<file path="src/bld_pkg.sv">
// ----------------------------------------------------------------------------
// Brake light decider package
// Types, register codes and fixed-point constants shared by the block.
// ----------------------------------------------------------------------------
`default_nettype none

package bld_pkg;

   localparam int LED_COUNT_DEF = 16;

   localparam int CSR_ADDR_W = 2;
   localparam int CSR_DATA_W = 16;

   localparam logic [CSR_ADDR_W-1:0] CSR_START   = 2'd0;
   localparam logic [CSR_ADDR_W-1:0] CSR_HOLD    = 2'd1;
   localparam logic [CSR_ADDR_W-1:0] CSR_LIGHT   = 2'd2;
   localparam logic [CSR_ADDR_W-1:0] CSR_TIMEOUT = 2'd3;

   localparam logic [14:0] START_RST   = 15'd51;
   localparam logic [14:0] HOLD_RST    = 15'd77;
   localparam logic [11:0] LIGHT_RST   = 12'd150;
   localparam logic [15:0] TIMEOUT_RST = 16'd65000;

   localparam int REQ_W = 32;

   // averages are Q8 of 1/256 m/s^2, bounded to 24 bits signed
   localparam int AVG_W  = 24;
   localparam int DEC_W  = 25;
   localparam int MUL_W  = 29;
   localparam int PROD_W = 2 * MUL_W;

   // floor(2^32/11), floor(2^32/100)
   localparam logic [MUL_W-1:0] RECIP11  = 29'd390451572;
   localparam logic [MUL_W-1:0] RECIP100 = 29'd42949672;
   // 11*2^24 + 5 keeps the first numerator positive and rounds
   localparam logic signed [29:0] OFS11  = 30'sd184549381;
   // 100*2^18 + 50
   localparam logic signed [26:0] OFS100 = 27'sd26214450;
   localparam logic [26:0] BIAS11  = 27'd16777216;
   localparam logic [25:0] BIAS100 = 26'd262144;

   typedef enum logic [1:0] {
      MODE_IDLE    = 2'd0,
      MODE_BRAKING = 2'd1,
      MODE_TIMEOUT = 2'd2
   } mode_type;

   typedef enum logic [1:0] {
      ACT_NONE = 2'd0,
      ACT_OFF  = 2'd1,
      ACT_TAIL = 2'd2,
      ACT_BAR  = 2'd3
   } led_action_type;

   typedef enum logic [3:0] {
      ST_WAIT,
      ST_TICK,
      ST_N1,
      ST_MUL1,
      ST_C1,
      ST_N2,
      ST_MUL2,
      ST_C2,
      ST_DEC,
      ST_MUL3,
      ST_C3,
      ST_OUT
   } ctl_state_type;

   typedef enum logic [3:0] {
      OP_NONE,
      OP_TICK,
      OP_N1,
      OP_MUL1,
      OP_C1,
      OP_N2,
      OP_MUL2,
      OP_C2,
      OP_DEC,
      OP_MUL3,
      OP_C3,
      OP_OUT
   } dp_op_type;

   typedef struct packed {
      logic      load_in;
      dp_op_type op;
   } dp_cmd_type;

endpackage

`default_nettype wire

</file>
<file path="src/bld_datapath.sv">
// ----------------------------------------------------------------------------
// Brake light decider datapath
// Filter state, shared multiplier, reciprocal divides, mode and hold timer.
// ----------------------------------------------------------------------------
`default_nettype none

module bld_datapath #(
   parameter int LED_COUNT = bld_pkg::LED_COUNT_DEF,
   localparam int BAR_W = $clog2(LED_COUNT)
) (
   input  wire logic                          clock,
   input  wire logic                          reset,
   input  wire bld_pkg::dp_cmd_type           cmd,
   input  wire logic [27:0]                   in_data,
   input  wire logic                          csr_wen,
   input  wire logic [bld_pkg::CSR_ADDR_W-1:0] csr_addr,
   input  wire logic [bld_pkg::CSR_DATA_W-1:0] csr_wdata,
   output logic [1:0]                         out_action,
   output logic [BAR_W-1:0]                   out_bar,
   output logic                               out_braking
);

   localparam int BAR_OFS   = LED_COUNT * ((1022 + LED_COUNT - 1) / LED_COUNT);
   localparam int BAR_RECIP = (1 << 16) / LED_COUNT;

   logic signed [15:0] accel_ff, accel_in;
   logic [11:0] light_ff, light_in;
   logic [14:0] start_ff, start_in, hold_thr_ff, hold_thr_in;
   logic [11:0] light_thr_ff, light_thr_in;
   logic [15:0] timeout_ff, timeout_in;

   logic signed [bld_pkg::AVG_W-1:0] short_ff, short_in, long_ff, long_in;
   bld_pkg::mode_type mode_ff, mode_in;
   logic [15:0] hold_ff, hold_in;

   logic [bld_pkg::MUL_W-1:0]  num_ff, num_in;
   logic [bld_pkg::PROD_W-1:0] prod_ff, prod_in;
   bld_pkg::led_action_type act_ff, act_in;
   logic [BAR_W-1:0] bar_ff, bar_in;

   logic [1:0]       rsp_action_ff, rsp_action_in;
   logic [BAR_W-1:0] rsp_bar_ff, rsp_bar_in;
   logic             rsp_braking_ff, rsp_braking_in;

   logic [bld_pkg::MUL_W-1:0] mul_b;
   logic signed [29:0] n1;
   logic [25:0] q0;
   logic [29:0] rem1, rem2;
   logic [26:0] q1, s_new;
   logic [25:0] q2;
   logic signed [26:0] n2;
   logic signed [25:0] l_new;
   logic signed [bld_pkg::DEC_W-1:0] dec, start_lvl, hold_lvl, s_bias;
   logic signed [11:0] trunc_q;
   logic signed [12:0] bar_u;
   logic [11:0] q3, rem3, bar_r;
   logic [15:0] hold_inc;

   always_comb begin
      case (cmd.op)
         bld_pkg::OP_MUL1: mul_b = bld_pkg::RECIP11;
         bld_pkg::OP_MUL2: mul_b = bld_pkg::RECIP100;
         default:          mul_b = bld_pkg::MUL_W'(BAR_RECIP);
      endcase
   end

   always_comb begin
      n1 = 30'(short_ff) * 30'sd10 + {{6{accel_ff[15]}}, accel_ff, 8'h00} + bld_pkg::OFS11;
      q0 = prod_ff[57:32];
      rem1 = 30'(num_ff) - 30'(q0) * 30'd11;
      q1 = 27'(q0) + ((rem1 >= 30'd11) ? 27'd1 : 27'd0);
      s_new = q1 - bld_pkg::BIAS11;
      n2 = 27'(short_ff) - 27'(long_ff) + bld_pkg::OFS100;
      rem2 = 30'(num_ff) - 30'(q0) * 30'd100;
      q2 = q0 + ((rem2 >= 30'd100) ? 26'd1 : 26'd0);
      l_new = 26'(long_ff) + $signed(q2) - $signed(bld_pkg::BIAS100);
      dec = 25'(short_ff) - 25'(long_ff);
      start_lvl = $signed({2'b00, start_ff, 8'h00});
      hold_lvl = $signed({2'b00, hold_thr_ff, 8'h00});
      // truncate toward zero
      s_bias = 25'(short_ff) + (short_ff[bld_pkg::AVG_W-1] ? 25'sd8191 : 25'sd0);
      trunc_q = s_bias[24:13];
      bar_u = 13'(trunc_q) + 13'(2 + BAR_OFS);
      q3 = prod_ff[27:16];
      rem3 = num_ff[11:0] - 12'(q3 * 12'(LED_COUNT));
      bar_r = (rem3 >= 12'(LED_COUNT)) ? rem3 - 12'(LED_COUNT) : rem3;
      hold_inc = hold_ff + 16'd1;
   end

   always_comb begin
      accel_in = accel_ff;
      light_in = light_ff;
      start_in = start_ff;
      hold_thr_in = hold_thr_ff;
      light_thr_in = light_thr_ff;
      timeout_in = timeout_ff;
      short_in = short_ff;
      long_in = long_ff;
      mode_in = mode_ff;
      hold_in = hold_ff;
      num_in = num_ff;
      prod_in = prod_ff;
      act_in = act_ff;
      bar_in = bar_ff;
      rsp_action_in = rsp_action_ff;
      rsp_bar_in = rsp_bar_ff;
      rsp_braking_in = rsp_braking_ff;

      if (csr_wen) begin
         case (csr_addr)
            bld_pkg::CSR_START:   start_in = csr_wdata[14:0];
            bld_pkg::CSR_HOLD:    hold_thr_in = csr_wdata[14:0];
            bld_pkg::CSR_LIGHT:   light_thr_in = csr_wdata[11:0];
            bld_pkg::CSR_TIMEOUT: timeout_in = csr_wdata;
            default: ;
         endcase
      end

      if (cmd.load_in) begin
         accel_in = $signed(in_data[15:0]);
         light_in = in_data[27:16];
      end

      case (cmd.op)
         bld_pkg::OP_TICK: begin
            act_in = bld_pkg::ACT_NONE;
            bar_in = '0;
            if (mode_ff == bld_pkg::MODE_BRAKING) begin
               if (hold_inc >= timeout_ff) begin
                  hold_in = '0;
                  mode_in = bld_pkg::MODE_TIMEOUT;
               end else begin
                  hold_in = hold_inc;
               end
            end
         end
         bld_pkg::OP_N1: num_in = n1[28:0];
         bld_pkg::OP_MUL1, bld_pkg::OP_MUL2, bld_pkg::OP_MUL3: begin
            prod_in = bld_pkg::PROD_W'(num_ff) * bld_pkg::PROD_W'(mul_b);
         end
         bld_pkg::OP_C1: short_in = s_new[bld_pkg::AVG_W-1:0];
         bld_pkg::OP_N2: num_in = 29'(n2[25:0]);
         bld_pkg::OP_C2: long_in = l_new[bld_pkg::AVG_W-1:0];
         bld_pkg::OP_DEC: begin
            num_in = 29'(bar_u[11:0]);
            act_in = bld_pkg::ACT_NONE;
            case (mode_ff)
               bld_pkg::MODE_BRAKING, bld_pkg::MODE_TIMEOUT: ;
               default: begin
                  act_in = (light_ff < light_thr_ff) ? bld_pkg::ACT_TAIL : bld_pkg::ACT_OFF;
                  mode_in = bld_pkg::MODE_IDLE;
                  if (dec > start_lvl) begin
                     act_in = bld_pkg::ACT_BAR;
                     mode_in = bld_pkg::MODE_BRAKING;
                     hold_in = '0;
                  end
               end
            endcase
            if ((mode_in == bld_pkg::MODE_BRAKING) && (dec > hold_lvl)) begin
               hold_in = '0;
            end
            if (mode_ff == bld_pkg::MODE_TIMEOUT) begin
               mode_in = bld_pkg::MODE_IDLE;
            end
         end
         bld_pkg::OP_C3: begin
            bar_in = (act_ff == bld_pkg::ACT_BAR) ? bar_r[BAR_W-1:0] : '0;
         end
         bld_pkg::OP_OUT: begin
            rsp_action_in = act_ff;
            rsp_bar_in = bar_ff;
            rsp_braking_in = (mode_ff == bld_pkg::MODE_BRAKING);
         end
         default: ;
      endcase
   end

   always_ff @(posedge clock) begin
      if (reset) begin
         start_ff <= bld_pkg::START_RST;
         hold_thr_ff <= bld_pkg::HOLD_RST;
         light_thr_ff <= bld_pkg::LIGHT_RST;
         timeout_ff <= bld_pkg::TIMEOUT_RST;
         short_ff <= '0;
         long_ff <= '0;
         mode_ff <= bld_pkg::MODE_IDLE;
         hold_ff <= '0;
      end else begin
         start_ff <= start_in;
         hold_thr_ff <= hold_thr_in;
         light_thr_ff <= light_thr_in;
         timeout_ff <= timeout_in;
         short_ff <= short_in;
         long_ff <= long_in;
         mode_ff <= mode_in;
         hold_ff <= hold_in;
      end
   end

   always_ff @(posedge clock) begin
      accel_ff <= accel_in;
      light_ff <= light_in;
      num_ff <= num_in;
      prod_ff <= prod_in;
      act_ff <= act_in;
      bar_ff <= bar_in;
      rsp_action_ff <= rsp_action_in;
      rsp_bar_ff <= rsp_bar_in;
      rsp_braking_ff <= rsp_braking_in;
   end

   assign out_action = rsp_action_ff;
   assign out_bar = rsp_bar_ff;
   assign out_braking = rsp_braking_ff;

endmodule

`default_nettype wire

</file>
<file path="src/bld_ctrl.sv">
// ----------------------------------------------------------------------------
// Brake light decider controller
// Sequences one item through the datapath and owns the result valid flag.
// ----------------------------------------------------------------------------
`default_nettype none

module bld_ctrl (
   input  wire logic                clock,
   input  wire logic                reset,
   input  wire logic                req_tvalid,
   input  wire logic                req_tuser,
   output logic                     req_tready,
   output logic                     rsp_tvalid,
   input  wire logic                rsp_tready,
   output bld_pkg::dp_cmd_type      cmd
);

   bld_pkg::ctl_state_type state_ff, state_in;
   logic rsp_valid_ff, rsp_valid_in;
   logic slot_free;

   assign slot_free = !rsp_valid_ff || rsp_tready;

   always_comb begin
      state_in = state_ff;
      case (state_ff)
         bld_pkg::ST_WAIT: begin
            if (req_tvalid) begin
               state_in = req_tuser ? bld_pkg::ST_TICK : bld_pkg::ST_N1;
            end
         end
         bld_pkg::ST_TICK: state_in = bld_pkg::ST_OUT;
         bld_pkg::ST_N1:   state_in = bld_pkg::ST_MUL1;
         bld_pkg::ST_MUL1: state_in = bld_pkg::ST_C1;
         bld_pkg::ST_C1:   state_in = bld_pkg::ST_N2;
         bld_pkg::ST_N2:   state_in = bld_pkg::ST_MUL2;
         bld_pkg::ST_MUL2: state_in = bld_pkg::ST_C2;
         bld_pkg::ST_C2:   state_in = bld_pkg::ST_DEC;
         bld_pkg::ST_DEC:  state_in = bld_pkg::ST_MUL3;
         bld_pkg::ST_MUL3: state_in = bld_pkg::ST_C3;
         bld_pkg::ST_C3:   state_in = bld_pkg::ST_OUT;
         bld_pkg::ST_OUT: begin
            if (slot_free) begin
               state_in = bld_pkg::ST_WAIT;
            end
         end
         default: state_in = bld_pkg::ST_WAIT;
      endcase
   end

   always_comb begin
      req_tready = 1'b0;
      cmd.load_in = 1'b0;
      cmd.op = bld_pkg::OP_NONE;
      case (state_ff)
         bld_pkg::ST_WAIT: begin
            req_tready = 1'b1;
            cmd.load_in = req_tvalid;
         end
         bld_pkg::ST_TICK: cmd.op = bld_pkg::OP_TICK;
         bld_pkg::ST_N1:   cmd.op = bld_pkg::OP_N1;
         bld_pkg::ST_MUL1: cmd.op = bld_pkg::OP_MUL1;
         bld_pkg::ST_C1:   cmd.op = bld_pkg::OP_C1;
         bld_pkg::ST_N2:   cmd.op = bld_pkg::OP_N2;
         bld_pkg::ST_MUL2: cmd.op = bld_pkg::OP_MUL2;
         bld_pkg::ST_C2:   cmd.op = bld_pkg::OP_C2;
         bld_pkg::ST_DEC:  cmd.op = bld_pkg::OP_DEC;
         bld_pkg::ST_MUL3: cmd.op = bld_pkg::OP_MUL3;
         bld_pkg::ST_C3:   cmd.op = bld_pkg::OP_C3;
         bld_pkg::ST_OUT:  cmd.op = slot_free ? bld_pkg::OP_OUT : bld_pkg::OP_NONE;
         default: ;
      endcase
   end

   always_comb begin
      rsp_valid_in = rsp_valid_ff;
      if (cmd.op == bld_pkg::OP_OUT) begin
         rsp_valid_in = 1'b1;
      end else if (rsp_tready) begin
         rsp_valid_in = 1'b0;
      end
   end

   always_ff @(posedge clock) begin
      if (reset) begin
         state_ff <= bld_pkg::ST_WAIT;
         rsp_valid_ff <= 1'b0;
      end else begin
         state_ff <= state_in;
         rsp_valid_ff <= rsp_valid_in;
      end
   end

   assign rsp_tvalid = rsp_valid_ff;

endmodule

`default_nettype wire

</file>
<file path="src/brake_light_decider_unit.sv">
// ----------------------------------------------------------------------------
// Brake light decider unit
// Acceleration filtering and tail/brake light decisions for a bicycle lamp.
// ----------------------------------------------------------------------------
// One item at a time. A timer tick passes through ST_TICK and then ST_OUT,
// a sensor sample through ST_N1 to ST_C3 and then ST_OUT, where the result
// is registered. The sample path has the controller walking both averages
// and the bar index through one shared multiplier (three multiply passes,
// each with a register before and after). The next item is accepted at the
// first edge after its predecessor's result reaches the output register,
// while that result may still wait for rsp_tready. A later result holds in
// the controller until the earlier one is taken, and the input stays closed
// meanwhile. Exactly one result beat per accepted beat. Registers are
// written on csr_wen at index csr_addr; write only while no item is in work.
// ----------------------------------------------------------------------------
`default_nettype none

module brake_light_decider_unit #(
   parameter int LED_COUNT = bld_pkg::LED_COUNT_DEF,
   localparam int BAR_W = $clog2(LED_COUNT),
   localparam int RSP_W = ((3 + BAR_W + 7) / 8) * 8
) (
   input  wire logic                           clock,
   input  wire logic                           reset,
   input  wire logic                           req_tvalid,
   output logic                                req_tready,
   // accel_z[15:0], light_level[27:16], zero pad
   input  wire logic [bld_pkg::REQ_W-1:0]      req_tdata,
   // kind
   input  wire logic                           req_tuser,
   output logic                                rsp_tvalid,
   input  wire logic                           rsp_tready,
   // led_action[1:0], bar_end[BAR_W+1:2], braking[BAR_W+2], zero pad
   output logic [RSP_W-1:0]                    rsp_tdata,
   input  wire logic                           csr_wen,
   input  wire logic [bld_pkg::CSR_ADDR_W-1:0] csr_addr,
   input  wire logic [bld_pkg::CSR_DATA_W-1:0] csr_wdata
);

   bld_pkg::dp_cmd_type cmd;
   logic [1:0]       out_action;
   logic [BAR_W-1:0] out_bar;
   logic             out_braking;

   bld_ctrl u_ctrl (
      .clock      (clock),
      .reset      (reset),
      .req_tvalid (req_tvalid),
      .req_tuser  (req_tuser),
      .req_tready (req_tready),
      .rsp_tvalid (rsp_tvalid),
      .rsp_tready (rsp_tready),
      .cmd        (cmd)
   );

   bld_datapath #(
      .LED_COUNT (LED_COUNT)
   ) u_datapath (
      .clock       (clock),
      .reset       (reset),
      .cmd         (cmd),
      .in_data     (req_tdata[27:0]),
      .csr_wen     (csr_wen),
      .csr_addr    (csr_addr),
      .csr_wdata   (csr_wdata),
      .out_action  (out_action),
      .out_bar     (out_bar),
      .out_braking (out_braking)
   );

   assign rsp_tdata = RSP_W'({out_braking, out_bar, out_action});

endmodule

`default_nettype wire

</file>
<file path="config.mk">
export PLATFORM = sky130hd
export DESIGN_NAME = brake_light_decider_unit
export DESIGN_NICKNAME = d
export VERILOG_FILES = /design/src/bld_pkg.sv /design/src/bld_datapath.sv /design/src/bld_ctrl.sv /design/src/brake_light_decider_unit.sv
export SDC_FILE = /design/constraint.sdc
export NUM_CORES = 2
export LEC_CHECK = 0
export BUFFER_PORTS_ARGS = -buffer_cell sky130_fd_sc_hd__buf_2
export CELL_PAD_IN_SITES_DETAIL_PLACEMENT = 0
export CELL_PAD_IN_SITES_GLOBAL_PLACEMENT = 1
export CORE_UTILIZATION = 57
export CTS_BUF_LIST = sky130_fd_sc_hd__clkbuf_8
export CTS_CLUSTER_DIAMETER = 50
export DETAILED_ROUTE_END_ITERATION = 16
export MAX_ROUTING_LAYER = met4
export PLACE_DENSITY = 0.87
export SETUP_SLACK_MARGIN = 0.5
export SYNTH_ARGS = -nofsm -noshare
export SYNTH_HDL_FRONTEND = slang
export SYNTH_SLANG_ARGS = --single-unit
export TNS_END_PERCENT = 10
</file>
<file path="constraint.sdc">
create_clock -name clock -period 22.5 [get_ports clock]
set_input_delay 4.5 -clock clock [delete_from_list [all_inputs] [get_ports clock]]
set_output_delay 4.5 -clock clock [all_outputs]
set_load 0.02 [all_outputs]
</file>
==> results.sh <==
export IMPL_status="finished clean"
export IMPL_max_slew_margin_rel=0.221
export IMPL_finalSetupTns_ns=0
export IMPL_dp_hpwl_mm=99.8
export IMPL_htreeDepth=2
export IMPL_yosysWarnings=0
export IMPL_end_kind="flip-flop"
export IMPL_cp_startpoint="rsp_tready"
export IMPL_path_class="input port to flip-flop"
export IMPL_num_vias=31900
export IMPL_drc=0
export IMPL_die_area_mm2=0.0755
export IMPL_rsz0062_at_grt="no"
export IMPL_postCtsSetupBuffers=0
export IMPL_crit_path_max_fanout=32
export IMPL_regToRegStartpoint="u_datapath.prod_ff[38]$_DFFE_PP_"
export IMPL_critical_path_top_delay_family="adder cells"
export IMPL_grt_pass1_wl_mm=184
export IMPL_required_ns=22.87
export IMPL_synth_fp_nets=5999
export IMPL_gp_congestion=0.985
export IMPL_grt_usage=0.331
export IMPL_final_nets=6052
export IMPL_multiInputGateArea_mm2=0.0329
export IMPL_syn_area_mm2=0.0424
export IMPL_synth_ff_type="dfxtp_1"
export IMPL_cpPeakStageDelay_ns=0.81
export IMPL_fp_dieH_um=275
export IMPL_cts_tree="done"
export IMPL_clock_skew_ns=0.0412
export IMPL_synth_edff_count=96
export IMPL_worst_slew_pin_slew_ns=1.17
export IMPL_root_buffer="clkbuf_8"
export IMPL_ios=66
export IMPL_clock_latency_ns=0.62
export IMPL_hold_viol_final=0
export IMPL_core_area_mm2=0.0733
export IMPL_critPathArrivalTime_ns=14.29
export IMPL_grt_max_degree=61
export IMPL_grt_overflow_total=0
export IMPL_synth_seq_cells=225
export IMPL_ys_types=91
export IMPL_final_common_cell="inv_1"
export IMPL_wl_mm=117
export IMPL_hold_path_class="flip-flop to flip-flop"
export IMPL_maxCapViolations=0
export IMPL_yosysTopAreaCellShare=0.272
export IMPL_regArea_mm2=0.00547
export IMPL_layout_common_cells="inv_1, ha_1, fa_1, nand2_1, nor2_1"
export IMPL_clock_fmax_ghz=0.0719
export IMPL_drt_iter0_drc=1764
export IMPL_start_kind="input port"
export IMPL_maxSlewViolCount=0
export IMPL_clk_path_buf_depth=3
export IMPL_fillers=6441
export IMPL_syn_inst=4580
export IMPL_dr_pass1_iters=5
export IMPL_cts_resized=0
export IMPL_crit_top_cell="fa_1"
export IMPL_wl_per_cell_um=20.9
export IMPL_row_count=99
export IMPL_cts_sinks=225
export IMPL_io_buffers=60
export IMPL_drive_above_1_share=0.0405
export IMPL_area_growth_pct=5.20
export IMPL_antenna_found_initial=1
export IMPL_period_minus_slack_ns=13.91
export IMPL_synth_area_per_cell_um2=9.26
export IMPL_synth_area_leaders="fa_1, ha_1, inv_1"
export IMPL_final_period_utilization=0.618
export IMPL_yosysSeqAreaShare=0.129
export IMPL_cts_hold_buffers=0
export IMPL_setup_viol=0
export IMPL_hp_start="u_datapath.bar_ff[3]$_SDFFCE_PN0P_"
export IMPL_synth_top_area_cell="fa_1"
export IMPL_cpMaxStageDelayCell="a211oi_1"
export IMPL_critical_path_buf_inv_count=6
export IMPL_antenna_left=0
export IMPL_cts_buffers=42
export IMPL_die_w_um=275
export IMPL_async_reset_ff_frac=0
export IMPL_initial_core_util=0.578
export IMPL_vias_per_cell=5.67
export IMPL_grt_pass1_vias=32900
export IMPL_clk_pin_slew_worst_paths_ns=0.06
-- stage by stage --
step	cell area (um^2)	std cells	util	hold WS, ns	setup WS, ns
after floorplan	42400	4580	-	0.400	9.51
after global placement	43800	5548	0.597	0.406	8.06
after detailed placement	43800	5548	0.597	0.415	8.11
after CTS	44600	5626	0.608	0.433	8.70
after global routing	44600	5626	0.608	0.451	8.31
final	44600	5627	0.608	0.434	8.59
-- layer usage --
metal | part of all wire | vias to the layer above | wire length [um] | track usage
met2 | 0.50 | 900 | 58400 | 0.567
met4 | 0.049 | 0 | 5740 | 0.136
met1 | 0.40 | 15500 | 46700 | 0.388
li1 | - | 15300 | - | -
met5 | 0 | - | 0 | -
met3 | 0.056 | 276 | 6580 | 0.0470
-- cell usage after synthesis (11+ instances only) --
| master | count |
|---|---|
| o22ai_1 | 20 |
| a211oi_1 | 45 |
| a21oi_1 | 222 |
| nor2b_1 | 39 |
| xor2_1 | 85 |
| fa_1 | 575 |
| nand2b_1 | 49 |
| o21ai_0 | 125 |
| o221ai_1 | 12 |
| mux2i_1 | 13 |
| and2_1 | 16 |
| nor3_1 | 56 |
| or2_2 | 18 |
| a31oi_1 | 15 |
| edfxtp_1 | 96 |
| nor2_1 | 245 |
| nand3_1 | 65 |
| nor4_1 | 15 |
| o211ai_1 | 16 |
| o31ai_1 | 25 |
| nor3b_1 | 11 |
| o21bai_1 | 23 |
| xnor2_1 | 135 |
| nand3b_1 | 15 |
| ha_1 | 788 |
| and3_1 | 41 |
| inv_1 | 998 |
| a21o_1 | 63 |
| o21a_1 | 32 |
| dfxtp_1 | 129 |
| or3_1 | 16 |
| a211o_1 | 26 |
| clkbuf_1 | 58 |
| nand4_1 | 31 |
| nand2_1 | 291 |
-- state kept, by name, indices dropped and copies added, names as in the netlist --
| name | count |
|---|---|
| u_datapath.start_ff | 15 |
| u_datapath.out_braking | 1 |
| u_datapath.long_ff | 24 |
| u_datapath.accel_ff | 16 |
| u_datapath.timeout_ff | 16 |
| u_datapath.short_ff | 24 |
| u_datapath.num_ff | 29 |
| u_ctrl.state_ff | 4 |
| u_datapath.hold_ff | 16 |
| u_datapath.act_ff | 2 |
| u_datapath.out_bar | 4 |
| u_datapath.light_thr_ff | 12 |
| u_datapath.prod_ff | 26 |
| u_datapath.mode_ff | 2 |
| u_ctrl.rsp_tvalid | 1 |
| u_datapath.out_action | 2 |
| u_datapath.bar_ff | 4 |
| u_datapath.light_ff | 12 |
| u_datapath.hold_thr_ff | 15 |
-- cell families after synthesis --
logic type / share of synthesized area
buffers and inverters: 0.0946
adder cells (fa/ha/maj): 0.504
flip-flops: 0.129
XOR/XNOR: 0.0454
AND/OR/NAND/NOR: 0.107
AO/OA/AOI/OAI: 0.115
other: 0.0000885
multiplexers: 0.00387
-- path summary, 6_finish.rpt --
kind | to | slack [ns] | depth (start not counted)
worst min register to register | u_datapath.out_bar[3]$_DFFE_PP_ | 0.43 | 0
worst min-delay path | u_datapath.out_bar[3]$_DFFE_PP_ | 0.43 | 0
worst max-delay path | u_datapath.prod_ff[45]$_DFFE_PP_ | 8.59 | 29
worst max register to register | u_datapath.long_ff[23]$_SDFFE_PP0N_ | 10.61 | 43
-- area by class of cell --
cell class | count | share of cell area
multi-input cells | 3290 | 0.738
flip-flops and latches | 225 | 0.123
inverters | 998 | 0.0840
well taps | 959 | 0.0269
clock buffers | 47 | 0.0145
repair buffers | 76 | 0.00948
clock inverters | 31 | 0.00404
diodes | 1 | 0.0000561
Power is not shown: default switching activity piles up to over one toggle a cycle in this logic, so the estimate is an artifact.
